===== config.mk =====
export PLATFORM = sky130hd
export DESIGN_NAME = triggered_delay_generator
export DESIGN_NICKNAME = d
export VERILOG_FILES = /design/src/rtl/core/tdg_pkg.sv /design/src/rtl/core/triggered_delay_generator.sv /design/src/rtl/core/tdg_core.sv /design/src/rtl/core/tdg_out_stage.sv
export SDC_FILE = /design/constraint.sdc
export NUM_CORES = 1
export LEC_CHECK = 0
export ABC_AREA = 1
export BUFFER_PORTS_ARGS = -buffer_cell sky130_fd_sc_hd__buf_2
export CORE_MARGIN = 4
export CORE_UTILIZATION = 55
export CTS_BUF_LIST = sky130_fd_sc_hd__clkbuf_8 sky130_fd_sc_hd__clkbuf_16
export CTS_CLUSTER_DIAMETER = 150
export DETAILED_ROUTE_END_ITERATION = 8
export HOLD_SLACK_MARGIN = 0.12
export PLACE_DENSITY = 0.76
export SYNTH_ARGS = -nofsm -noshare
export SYNTH_HDL_FRONTEND = slang
export SYNTH_SLANG_ARGS = --single-unit

===== constraint.sdc =====
create_clock -name clk -period 2.2 [get_ports clk]
set_clock_uncertainty 0.1 [all_clocks]
set_input_delay 0.33 -clock clk [delete_from_list [all_inputs] [get_ports clk]]
set_output_delay 0.33 -clock clk [all_outputs]
set_load 0.01 [all_outputs]

===== src/rtl/core/tdg_pkg.sv =====
// Package with the request and result types and the register map of the delay generator.
`default_nettype none
package tdg_pkg;

  typedef enum logic [1:0] {
    OP_TICK  = 2'd0,
    OP_WRITE = 2'd1,
    OP_READ  = 2'd2,
    OP_IDLE  = 2'd3
  } opcode_t;

  localparam logic [1:0] ADDR_DELAY_HI  = 2'd0;
  localparam logic [1:0] ADDR_DELAY_MID = 2'd1;
  localparam logic [1:0] ADDR_DELAY_LO  = 2'd2;
  localparam logic [1:0] ADDR_CTRL      = 2'd3;

  localparam int CTRL_START_OUT1 = 0;
  localparam int CTRL_END_OUT1   = 1;
  localparam int CTRL_START_OUT2 = 2;
  localparam int CTRL_END_OUT2   = 3;
  localparam int CTRL_IRQ_EN     = 4;
  localparam int CTRL_FALLING    = 5;
  localparam int CTRL_START_POS  = 6;
  localparam int CTRL_END_POS    = 7;

  localparam logic [7:0] CTRL_RESET  = 8'hC0;
  localparam int         DELAY_BYTES = 3;

  typedef struct packed {
    logic [1:0] opcode;
    logic [1:0] reg_address;
    logic [7:0] write_byte;
    logic       trigger_level;
  } item_t;

  typedef struct packed {
    logic [7:0] read_byte;
    logic       output_one;
    logic       output_two;
    logic       busy_flag;
    logic       interrupt_pulse;
  } result_t;

  // Output level: idle level set by negative polarities, inverted by any enabled event.
  function automatic logic out_level(input logic s_en, input logic e_en,
                                     input logic s_pos, input logic e_pos,
                                     input logic start_ev, input logic end_ev);
    logic inv;
    logic act;
    inv = (s_en && !s_pos) || (e_en && !e_pos);
    act = (s_en && start_ev) || (e_en && end_ev);
    return act ^ inv;
  endfunction

endpackage
`default_nettype wire


===== src/rtl/core/triggered_delay_generator.sv =====
// Top level of the triggered delay generator: input register, request logic, result register.
//
//   channel | signals                                        | direction
//   in      | in_valid, in_stall, opcode, reg_address,       | request in
//           | write_byte, trigger_level                      |
//   out     | out_valid, out_stall, read_byte, output_one,   | result out
//           | output_two, busy_flag, interrupt_pulse         |
//
// One request is accepted per cycle while in_stall is low; each request is registered in the input
// register, processed in a single pass through the state logic and captured in the result
// register. The rate is set by that single pass.
// Reset is synchronous and active high and clears the control byte to 0xC0 and all counters.
// A stall on the output holds the result register and, once the input register is full,
// raises in_stall.
`default_nettype none
module triggered_delay_generator
  import tdg_pkg::*;
#(
  parameter int COUNT_WIDTH = 24
) (
  input  wire logic       clk,
  input  wire logic       rst,
  input  wire logic       in_valid,
  output logic            in_stall,
  input  wire logic [1:0] opcode,
  input  wire logic [1:0] reg_address,
  input  wire logic [7:0] write_byte,
  input  wire logic       trigger_level,
  output logic            out_valid,
  input  wire logic       out_stall,
  output logic [7:0]      read_byte,
  output logic            output_one,
  output logic            output_two,
  output logic            busy_flag,
  output logic            interrupt_pulse
);

  logic    item_valid;
  item_t   item;
  logic    out_ready;
  logic    fire;
  result_t res;
  result_t res_q;

  assign in_stall = item_valid && !out_ready;
  assign fire     = item_valid && out_ready;

  always_ff @(posedge clk) begin
    if (rst) begin
      item_valid <= 1'b0;
    end else if (!in_stall) begin
      item_valid <= in_valid;
    end
  end

  always_ff @(posedge clk) begin
    if (in_valid && !in_stall) begin
      item.opcode        <= opcode;
      item.reg_address   <= reg_address;
      item.write_byte    <= write_byte;
      item.trigger_level <= trigger_level;
    end
  end

  tdg_core #(
    .COUNT_WIDTH (COUNT_WIDTH)
  ) u_core (
    .clk  (clk),
    .rst  (rst),
    .fire (fire),
    .item (item),
    .res  (res)
  );

  tdg_out_stage u_out (
    .clk       (clk),
    .rst       (rst),
    .load      (fire),
    .res_in    (res),
    .ready     (out_ready),
    .out_valid (out_valid),
    .out_stall (out_stall),
    .res_out   (res_q)
  );

  assign read_byte       = res_q.read_byte;
  assign output_one      = res_q.output_one;
  assign output_two      = res_q.output_two;
  assign busy_flag       = res_q.busy_flag;
  assign interrupt_pulse = res_q.interrupt_pulse;

endmodule
`default_nettype wire


===== src/rtl/core/tdg_core.sv =====
// Delay generator state registers and the single-pass logic that processes one request.
`default_nettype none
module tdg_core
  import tdg_pkg::*;
#(
  parameter int COUNT_WIDTH = 24
) (
  input  wire logic    clk,
  input  wire logic    rst,
  input  wire logic    fire,
  input  wire item_t   item,
  output result_t      res
);

  logic [7:0]             control_byte, control_byte_next;
  logic [COUNT_WIDTH-1:0] delay_value, delay_value_next;
  logic [COUNT_WIDTH-1:0] tick_counter, tick_counter_next;
  logic                   running, running_next;
  logic                   last_eff, last_eff_next;

  logic                   is_tick, is_write, is_read, wr_delay, wr_ctrl;
  logic [COUNT_WIDTH-1:0] cnt_dec;
  logic                   tick_end, run_a, write_end, run_b;
  logic                   eff, start_ev, end_ev, delay_zero;
  logic [7:0]             rd_lane [DELAY_BYTES];
  logic [7:0]             rbyte;

  assign is_tick  = item.opcode == OP_TICK;
  assign is_write = item.opcode == OP_WRITE;
  assign is_read  = item.opcode == OP_READ;
  assign wr_ctrl  = is_write && (item.reg_address == ADDR_CTRL);
  assign wr_delay = is_write && (item.reg_address != ADDR_CTRL);

  assign cnt_dec  = tick_counter - COUNT_WIDTH'(1);
  assign tick_end = is_tick && running && (cnt_dec == '0);
  assign run_a    = running && !tick_end;

  assign control_byte_next = wr_ctrl ? item.write_byte : control_byte;

  // Each delay bit below 8*DELAY_BYTES belongs to one byte lane; lane L is written at address 2 - L.
  for (genvar i = 0; i < COUNT_WIDTH; i++) begin : g_wr
    localparam int Lane = i / 8;
    if (Lane < DELAY_BYTES) begin : g_lane
      assign delay_value_next[i] =
        (wr_delay && (item.reg_address == 2'(DELAY_BYTES - 1 - Lane)))
          ? item.write_byte[i % 8] : delay_value[i];
    end else begin : g_none
      assign delay_value_next[i] = delay_value[i];
    end
  end

  assign write_end  = wr_delay && run_a;
  assign run_b      = run_a && !wr_delay;

  assign eff        = item.trigger_level ^ control_byte_next[CTRL_FALLING];
  assign start_ev   = eff && !last_eff;
  assign delay_zero = delay_value_next == '0;

  assign last_eff_next = eff;
  assign end_ev        = tick_end || write_end || (start_ev && delay_zero);

  always_comb begin
    tick_counter_next = tick_counter;
    running_next      = run_b;
    if (is_tick && running) begin
      tick_counter_next = cnt_dec;
    end
    if (start_ev) begin
      tick_counter_next = delay_value_next;
      running_next      = !delay_zero;
    end
  end

  for (genvar l = 0; l < DELAY_BYTES; l++) begin : g_rd_lane
    for (genvar j = 0; j < 8; j++) begin : g_rd_bit
      if (l * 8 + j < COUNT_WIDTH) begin : g_have
        assign rd_lane[l][j] = delay_value_next[l * 8 + j];
      end else begin : g_zero
        assign rd_lane[l][j] = 1'b0;
      end
    end
  end

  always_comb begin
    rbyte = '0;
    if (is_read) begin
      case (item.reg_address)
        ADDR_DELAY_HI:  rbyte = rd_lane[2];
        ADDR_DELAY_MID: rbyte = rd_lane[1];
        ADDR_DELAY_LO:  rbyte = rd_lane[0];
        ADDR_CTRL:      rbyte = {6'b0, running_next, 1'b0};
        default:        rbyte = '0;
      endcase
    end
  end

  always_comb begin
    res.read_byte       = rbyte;
    res.output_one      = out_level(control_byte_next[CTRL_START_OUT1],
                                    control_byte_next[CTRL_END_OUT1],
                                    control_byte_next[CTRL_START_POS],
                                    control_byte_next[CTRL_END_POS], start_ev, end_ev);
    res.output_two      = out_level(control_byte_next[CTRL_START_OUT2],
                                    control_byte_next[CTRL_END_OUT2],
                                    control_byte_next[CTRL_START_POS],
                                    control_byte_next[CTRL_END_POS], start_ev, end_ev);
    res.busy_flag       = running_next;
    res.interrupt_pulse = end_ev && control_byte_next[CTRL_IRQ_EN];
  end

  always_ff @(posedge clk) begin
    if (rst) begin
      control_byte <= CTRL_RESET;
      delay_value  <= '0;
      tick_counter <= '0;
      running      <= 1'b0;
      last_eff     <= 1'b0;
    end else if (fire) begin
      control_byte <= control_byte_next;
      delay_value  <= delay_value_next;
      tick_counter <= tick_counter_next;
      running      <= running_next;
      last_eff     <= last_eff_next;
    end
  end

`ifndef ASSERT_OFF
  // A running delay always has ticks left to count.
  a_run_nonzero: assert property (@(posedge clk) disable iff (rst)
    running |-> tick_counter != '0)
    else $error("running with a zero counter");

  // State only changes when a request is processed.
  a_hold: assert property (@(posedge clk) disable iff (rst)
    !fire |=> $stable(running) && $stable(tick_counter) && $stable(delay_value))
    else $error("state changed without a request");

  // The busy flag reported for a request is the busy state left behind.
  a_busy: assert property (@(posedge clk) disable iff (rst)
    fire |=> running == $past(res.busy_flag))
    else $error("busy flag differs from stored state");
`endif

endmodule
`default_nettype wire


===== src/rtl/core/tdg_out_stage.sv =====
// Result register with valid and stall toward the consumer.
`default_nettype none
module tdg_out_stage
  import tdg_pkg::*;
(
  input  wire logic    clk,
  input  wire logic    rst,
  input  wire logic    load,
  input  wire result_t res_in,
  output logic         ready,
  output logic         out_valid,
  input  wire logic    out_stall,
  output result_t      res_out
);

  assign ready = !out_valid || !out_stall;

  always_ff @(posedge clk) begin
    if (rst) begin
      out_valid <= 1'b0;
    end else if (ready) begin
      out_valid <= load;
    end
  end

  always_ff @(posedge clk) begin
    if (ready && load) begin
      res_out <= res_in;
    end
  end

endmodule
`default_nettype wire

==> impl_metrics.sql, run 1 <==
INSERT INTO impl_metrics (metric_group, metric, value, unit) VALUES
('floorplanning', 'floorplan.core_area', '8720', 'um2'),
('global_routing', 'grt_start_max_net_pins', '57', ''),
('global_routing', 'antenna_violations_before_repair', '0', ''),
('detailed_routing', 'route.detailed.wl_per_inst', '18.0', 'um'),
('logic_synthesis', 'syn-num-nets', '734', ''),
('clock_network', 'clock_sinks', '85', ''),
('power', 'static-leakage-power', '3.40', 'nW'),
('worst_setup_path', 'critical_path_buf_inv_count', '2', ''),
('worst_setup_path', 'slowest_stage', 'dfxtp_1', ''),
('logic_synthesis', 'yosys.area_share.xor_xnor', '0.710', '%'),
('logic_synthesis', 'synthSimpleGateAreaFrac', '26.3', '%'),
('logic_synthesis', 'main_combinational_cell_family_by_area_after_synthesis', 'simple AND/OR/NAND/NOR gates', ''),
('cells_and_area', 'flow.area_growth_from_synthesis', '37.8', '%'),
('global_routing', 'grt_util_all_layers', '27.9', '%'),
('sta', 'tightest_slew', '0.726', 'ns'),
('sta', 'unrepaired_setup_endpoints_after_global_routing', 'yes', ''),
('outcome', 'run_status', 'finished, violations left', ''),
('detailed_routing', 'first_pass_iters', '5', ''),
('power', 'p_comb_share', '37.8', '%'),
('clock_network', 'cts_buffers', '9', ''),
('cells_and_area', 'n_antenna_cell', '0', ''),
('worst_setup_path', 'cp_max_fo', '4', ''),
('detailed_routing', 'finalWirelength', '17300', 'um'),
('logic_synthesis', 'synth_adder_area_share', '0.507', '%'),
('sta', 'finalHoldViolCount', '0', ''),
('cells_and_area', 'layout.cell_area.non_filler', '6800', 'um2'),
('logic_synthesis', 'number_of_distinct_library_cell_variants_in_the_gate_level_netlist_after_synthesis', '41', ''),
('power', 'power-per-cell-area', '664', 'nW/um2'),
('clock_network', 'clkSlewWorstSetupHoldPaths', '0.10', 'ns'),
('floorplanning', 'rows', '34', ''),
('place', 'dpl-instance-area', '5640', 'um2'),
('clock_network', 'cts-root-to-sink-buffers', '2', ''),
('sta', 'min_period', '2.44', 'ns'),
('detailed_routing', 'route.antenna.remaining_nets', '0', ''),
('power', 'power.switching_fraction', '37.5', '%'),
('sta', 'timing.slew.headroom', '51.4', '%'),
('floorplanning', 'die_area', '10600', 'um2'),
('cells_and_area', 'layout.core_utilization', '78.0', '%'),
('global_routing', 'grt_pass1_vias', '4867', ''),
('logic_synthesis', 'synth.yosys.warnings', '0', ''),
('worst_setup_path', 'required', '2.21', 'ns'),
('logic_synthesis', 'syn_area', '4930', 'um2'),
('detailed_routing', 'detailroute.via_count', '5613', ''),
('logic_synthesis', 'post_synth.cell_area_avg', '6.90', 'um2'),
('logic_synthesis', 'synth_compound_area_share', '19.4', '%'),
('floorplanning', 'dieHeight', '103', 'um'),
('worst_setup_path', 'critical-path-max-stage-delay', '0.39', 'ns'),
('worst_setup_path', 'timing.critical_path.from_type', 'flip-flop', ''),
('cells_and_area', 'final_nets', '864', ''),
('clock_network', 'cts_tree', 'yes', ''),
('place', 'dpl.hpwl', '9940', 'um'),
('floorplanning', 'pin_count', '31', ''),
('sta', 'final.setup.worst_slack', '-0.243', 'ns'),
('logic_synthesis', 'ys_ff_latch', '85', ''),
('sta', 'fmax', '0.409', 'GHz'),
('clock_network', 'cts_root_buf', 'clkbuf_8', ''),
('power', 'total_switching_power', '1.69', 'mW'),
('power', 'power.share.sequential', '40.0', '%'),
('logic_synthesis', 'post_synth_mux_area_share', '0.203', '%'),
('worst_setup_path', 'path_cells', 'nor2_1 -> nand3_1 -> inv_1 -> nand3_1 -> xor2_1 -> inv_1 -> nand2_1 -> nor2_1 -> nand2_2 -> nand3_4 -> nand2_4 -> nand2_1 -> nand2_1 -> nand2_1', ''),
('cells_and_area', 'drive_above_1_share', '31.1', '%'),
('clock_network', 'worstSkewPairLatency', '0.37', 'ns'),
('sta', 'hold_ws', '0.161', 'ns'),
('detailed_routing', 'drc_errors', '0', ''),
('worst_setup_path', 'critical_path.most_common_cell', 'nand2_1', ''),
('sta', 'setup-violations-final', '27', ''),
('outcome', 'failing_checks', 'negative setup slack', ''),
('clock_network', 'clock_h_tree_levels', '3', ''),
('worst_hold_path', 'worstHoldPathType', 'in2reg', ''),
('detailed_routing', 'drt-vias-per-instance', '5.86', ''),
('floorplanning', 'die_width', '103', 'um');
logic make-up after synthesis:
family | after synthesis
DFF | 85
and+or+nand+nor | 293
muxes | 1
AOI/OAI and AO/OA | 169
buffers and inverters | 161
adders and majority gates | 2
xor gates and xnor gates | 4
cells in the final DEF (no fill, tap or decap), types with 12 or more instances in the layout:
cell	Yosys	layout
a21oi_1	44	38
a31oi_1	15	15
buf_2	4	30
buf_4	2	80
dfxtp_1	60	60
dlygate4sd3_1	0	13
edfxtp_1	25	25
inv_1	125	124
nand2_1	155	140
nand2_2	9	13
nand3_1	19	15
nor2_1	72	63
nor2_4	3	12
o21ai_0	52	39
o21ai_1	30	14
o21ai_2	10	35
layout make-up:
type	instances	area (um2)
flip-flops and latches	85	1950
multi-input cells	470	2770
clock buffers	9	124
fillers	566	1920
repair buffers	144	1250
inverters	135	524
well taps	108	135
clock inverters	7	42.5
registers in the layout, indices dropped and copies added (netlist names):
name	count
item	13
item_valid	1
u_core.control_byte	8
u_core.delay_value	24
u_core.last_eff	1
u_core.running	1
u_core.tick_counter	24
u_out.out_valid	1
u_out.res_out	12
stage by stage:
step           setup TNS (ns)  worst slack, ns  cells
2_1_floorplan               0            0.120    715
3_3_place_gp           -0.296           -0.102    899
3_5_place_dp           -0.294           -0.104    899
4_1_cts                -0.140          -0.0503    934
5_1_grt                 -4.07           -0.367    958
6_report                -2.25           -0.243    958
final timing paths:
| path | startpoint | to | slack [ns] | cells past startpoint |
|---|---|---|---|---|
| max | u_core.tick_counter[5]$_SDFFE_PP0P_ | u_out.res_out[3]$_DFFE_PP_ | -0.24 | 14 |
| min reg2reg | u_core.control_byte[7]$_SDFFE_PP1P_ | u_core.control_byte[7]$_SDFFE_PP1P_ | 0.41 | 2 |
| max reg2reg | u_core.tick_counter[5]$_SDFFE_PP0P_ | u_out.res_out[3]$_DFFE_PP_ | -0.24 | 14 |
| min | in_valid | item_valid$_SDFFE_PP0N_ | 0.16 | 3 |
what timing repair did:
action	in CTS	in global routing
gates cloned	0	7
buffers inserted	6	17
hold endpoints to repair	13	0
pin swaps	12	30
hold buffers	13	0
setup endpoints to repair	5	30
resized for setup	34	105
routing by layer:
metal | vias to the layer above | share of wire [%] | track usage, %
met5 | - | 0 | 0
met4 | 0 | 7.4 | 12.8
met3 | 123 | 10 | 5.07
met2 | 377 | 47 | 45.8
met1 | 2554 | 36 | 35.6
li1 | 2559 | - | -
cell usage after synthesis:
cell type  instances  share of area (%)
nand2_1          155                 12
inv_1            125                9.5
nor2_1            72                5.5
dfxtp_1           60                 24
o21ai_0           52                5.3
a21oi_1           44                4.5
o21ai_1           30                3.0
edfxtp_1          25                 15
nand3_1           19                1.9
a31oi_1           15                1.9
clkbuf_1          13               0.99
nand4_1           10                1.3
nor2_2            10                1.3
o21ai_2           10                1.8
nand2_2            9                1.1
inv_2              8               0.61
o22ai_1            6               0.76
buf_6              5                1.1
o211ai_1           5               0.76
buf_2              4               0.41
xor2_1             4               0.71
and2_1             3               0.38
nand2_4            3               0.68
nand3_2            3               0.61
nor2_4             3               0.68
a211oi_2           2               0.51
buf_1              2               0.15
buf_4              2               0.30
ha_1               2               0.51
nand3b_1           2               0.30
nor3_1             2               0.20
a211oi_1           1               0.15
a21oi_2            1               0.18
a221oi_1           1               0.18
clkinv_1           1              0.076
clkinv_2           1               0.10
mux2i_1            1               0.20
nor2_8             1               0.41
nor3_2             1               0.20
o211ai_2           1               0.25
o21bai_1           1               0.15
worst min-delay path, delay by kind of cell:
family / cells / cell delay (ns)
AND/OR/NAND/NOR: 1 / 0.08
buffers and inverters: 1 / 0.10
AO/OA/AOI/OAI: 1 / 0.07
power groups by stage:
stage               Clock (mW)  Combinational, mW  Sequential (mW)
finish                    1.01               1.70             1.80
global route              1.08               1.83             1.81
CTS                       1.00               1.35             1.79
detailed placement           0               1.27             1.83
global placement             0               1.23             1.82
floorplan                    0              0.806             1.82
No activity file was read; power rests on OpenSTA's default activity.
==> inputs of run 2 (changes only) <==
--- a/config.mk
+++ b/config.mk
@@ -8,12 +8,12 @@
 export ABC_AREA = 1
 export BUFFER_PORTS_ARGS = -buffer_cell sky130_fd_sc_hd__buf_2
 export CORE_MARGIN = 4
-export CORE_UTILIZATION = 55
+export CORE_UTILIZATION = 66
 export CTS_BUF_LIST = sky130_fd_sc_hd__clkbuf_8 sky130_fd_sc_hd__clkbuf_16
 export CTS_CLUSTER_DIAMETER = 150
 export DETAILED_ROUTE_END_ITERATION = 8
 export HOLD_SLACK_MARGIN = 0.12
-export PLACE_DENSITY = 0.76
+export PLACE_DENSITY = 0.86
 export SYNTH_ARGS = -nofsm -noshare
 export SYNTH_HDL_FRONTEND = slang
 export SYNTH_SLANG_ARGS = --single-unit
==> constraint.sdc (replaced) <==
create_clock -name clk -period 3.2 [get_ports clk]
set_clock_uncertainty 0.1 [all_clocks]
set_input_delay 0.48 -clock clk [delete_from_list [all_inputs] [get_ports clk]]
set_output_delay 0.48 -clock clk [all_outputs]
set_load 0.01 [all_outputs]
==> run 2 against run 1 <==
Clock-buffer cell count rose by 2. Hold slack improved by 0.022 ns. Design area fell by 22%. Wire length fell by 26%. Critical path depth fell by 2. Sequential power fell by 31%. Via count fell by 15%. The run now ends clean.
==> impl_metrics.sql, run 2 (synthesis gave the netlist of run 1 again) <==
INSERT INTO impl_metrics (metric_group, metric, value, unit) VALUES
('clock_network', 'cts_buffers', '9', ''),
('worst_setup_path', 'slowest_stage', 'edfxtp_1', ''),
('global_routing', 'grt_util_all_layers', '30.2', '%'),
('sta', 'timing.slew.headroom', '47.6', '%'),
('cells_and_area', 'leading_cell_type_in_the_layout_fill_and_taps_excluded', 'nand2_1', ''),
('outcome', 'run_status', 'finished clean', ''),
('sta', 'tns', '0', 'ns'),
('floorplanning', 'effective_utilization_at_floorplan', '68.0', '%'),
('sta', 'hold_ws', '0.183', 'ns'),
('sta', 'tightest_slew', '0.785', 'ns'),
('clock_network', 'cts_setup_buffers', '0', ''),
('detailed_routing', 'route.antenna.remaining_nets', '0', ''),
('sta', 'min_period_over_period', '89.2', '%'),
('sta', 'unrepaired_setup_endpoints_after_global_routing', 'no', ''),
('power', 'power.ir.vdd_worst', '0.000310', 'V'),
('worst_setup_path', 'critical-path-max-stage-delay', '0.50', 'ns'),
('sta', 'setup-violations-final', '0', ''),
('cells_and_area', 'multi_input_comb_area', '2330', 'um2'),
('clock_network', 'cts_tree', 'yes', ''),
('detailed_routing', 'first_pass_iters', '5', ''),
('worst_setup_path', 'timing.critical_path.from_type', 'flip-flop', ''),
('sta', 'finalHoldViolCount', '0', ''),
('worst_setup_path', 'critical_path.top_delay_family', 'simple AND/OR/NAND/NOR gates', ''),
('clock_network', 'postCtsResizedCells', '0', ''),
('cells_and_area', 'fillCellCount', '608', ''),
('cells_and_area', 'mostFrequentLayoutCells', 'nand2_1, inv_1, nor2_1, dfxtp_1, o21ai_0', ''),
('floorplanning', 'rows', '31', ''),
('worst_hold_path', 'worstHoldPathType', 'in2reg', ''),
('detailed_routing', 'drc_errors', '0', ''),
('cells_and_area', 'layout.cell_area.non_filler', '5320', 'um2'),
('clock_network', 'cts-root-to-sink-buffers', '2', ''),
('place', 'final_gp_congestion', '0.981', ''),
('detailed_routing', 'detailroute.via_count', '4745', ''),
('place', 'dpl-instance-area', '5090', 'um2'),
('worst_setup_path', 'required', '3.32', 'ns'),
('cells_and_area', 'final-seq-area', '1950', 'um2'),
('worst_setup_path', 'critical_path_buf_inv_count', '2', ''),
('cells_and_area', 'n_antenna_cell', '0', ''),
('detailed_routing', 'finalWirelength', '12800', 'um'),
('cells_and_area', 'final_nets', '753', ''),
('sta', 'fmax', '0.350', 'GHz'),
('place', 'count_of_port_buffers_added_during_placement', '30', ''),
('cells_and_area', 'reg_top3', 'u_core.delay_value (24), u_core.tick_counter (24), item (13)', ''),
('worst_setup_path', 'crit_path_end_kind', 'flip-flop', ''),
('flow_run', 'timing.max_cap.violations', '0', ''),
('floorplanning', 'pin_count', '31', ''),
('cells_and_area', 'flow.area_growth_from_synthesis', '7.86', '%'),
('clock_network', 'clkSlewWorstSetupHoldPaths', '0.09', 'ns'),
('global_routing', 'grt_pass1_vias', '4528', ''),
('power', 'static-leakage-power', '2.74', 'nW'),
('global_routing', 'antenna_violations_before_repair', '0', ''),
('worst_setup_path', 'critical_path_arrival', '2.98', 'ns'),
('clock_network', 'clock_h_tree_levels', '3', ''),
('clock_network', 'cts_root_buf', 'clkbuf_8', ''),
('clock_network', 'worstSkewPairLatency', '0.37', 'ns'),
('clock_network', 'cts_hold_buf', '0', ''),
('floorplanning', 'die_area', '8920', 'um2'),
('detailed_routing', 'route.detailed.wl_per_inst', '15.2', 'um'),
('worst_setup_path', 'cp_max_fo', '30', ''),
('global_routing', 'grt_start_max_net_pins', '57', ''),
('floorplanning', 'dieHeight', '94.5', 'um'),
('detailed_routing', 'drt-initial-drc-count', '359', ''),
('detailed_routing', 'drt-vias-per-instance', '5.66', ''),
('global_routing', 'grt_first_pass_wirelength', '21000', 'um'),
('power', 'power-per-cell-area', '535', 'nW/um2'),
('worst_setup_path', 'path_cells', 'nor2_8 -> nand2_4 -> o21ai_1 -> nand2_1 -> nand2_2 -> nor2_4 -> inv_2 -> nand2_2 -> nand2_4 -> clkinv_2 -> o21ai_1 -> a31oi_1', ''),
('sta', 'number_of_pins_with_negative_max_slew_slack_in_the_final_report', '0', ''),
('cells_and_area', 'drive_above_1_share', '13.8', '%'),
('worst_setup_path', 'criticalPathCategory', 'reg2reg', ''),
('global_routing', 'grt_overflow', '0', ''),
('place', 'dpl.hpwl', '9450', 'um'),
('floorplanning', 'die_width', '94.5', 'um'),
('sta', 'min_period', '2.86', 'ns'),
('floorplanning', 'floorplan.core_area', '7250', 'um2'),
('clock_network', 'clock_sinks', '85', '');
## run 2: worst paths after layout
path / start / endpoint / slack (ns) / cells past startpoint
worst max-delay path: item[12]$_DFFE_PP_ / u_core.tick_counter[2]$_SDFFE_PP0P_ / 0.34 / 12
worst min-delay path: opcode[0] / item[11]$_DFFE_PP_ / 0.18 / 1
worst max register to register: item[12]$_DFFE_PP_ / u_core.tick_counter[2]$_SDFFE_PP0P_ / 0.34 / 12
worst min register to register: u_core.control_byte[6]$_SDFFE_PP1P_ / u_core.control_byte[6]$_SDFFE_PP1P_ / 0.38 / 2
## run 2: layout make-up
cell class / instances / share of cell area [%]
Multi-Input combinational cell: 469 / 43.7
Sequential cell: 85 / 36.7
Inverter: 135 / 9.54
Timing Repair Buffer: 34 / 3.39
Clock buffer: 11 / 2.84
Tap cell: 99 / 2.33
Clock inverter: 5 / 1.50
## run 2: stage by stage
stage | util (%) | worst slack (ns) | instances | power, mW
6_report | 73.4 | 0.344 | 838 | 2.85
4_1_cts | 73.4 | 0.385 | 838 | 2.83
2_1_floorplan | - | 1.12 | 715 | 1.80
5_1_grt | 73.4 | 0.0588 | 838 | 2.99
3_5_place_dp | 70.2 | 0.484 | 822 | 1.97
3_3_place_gp | 70.2 | 0.616 | 822 | 1.94
## run 2: report_power, final
part	total (mW)	switching [mW]	internal [mW]
registers	1.24	0.0563	1.18
clock network	0.876	0.393	0.483
logic	0.732	0.502	0.230
## run 2: per-layer routing
| metal | wire (um) | track usage, % | part of all wire, % | vias to the layer above |
|---|---|---|---|---|
| met3 | 1100 | 5.90 | 8.6 | 52 |
| met5 | 0 | 0 | 0 | - |
| met1 | 5090 | 37.9 | 40 | 2130 |
| li1 | - | - | - | 2325 |
| met2 | 6000 | 48.6 | 47 | 238 |
| met4 | 574 | 17.5 | 4.5 | 0 |
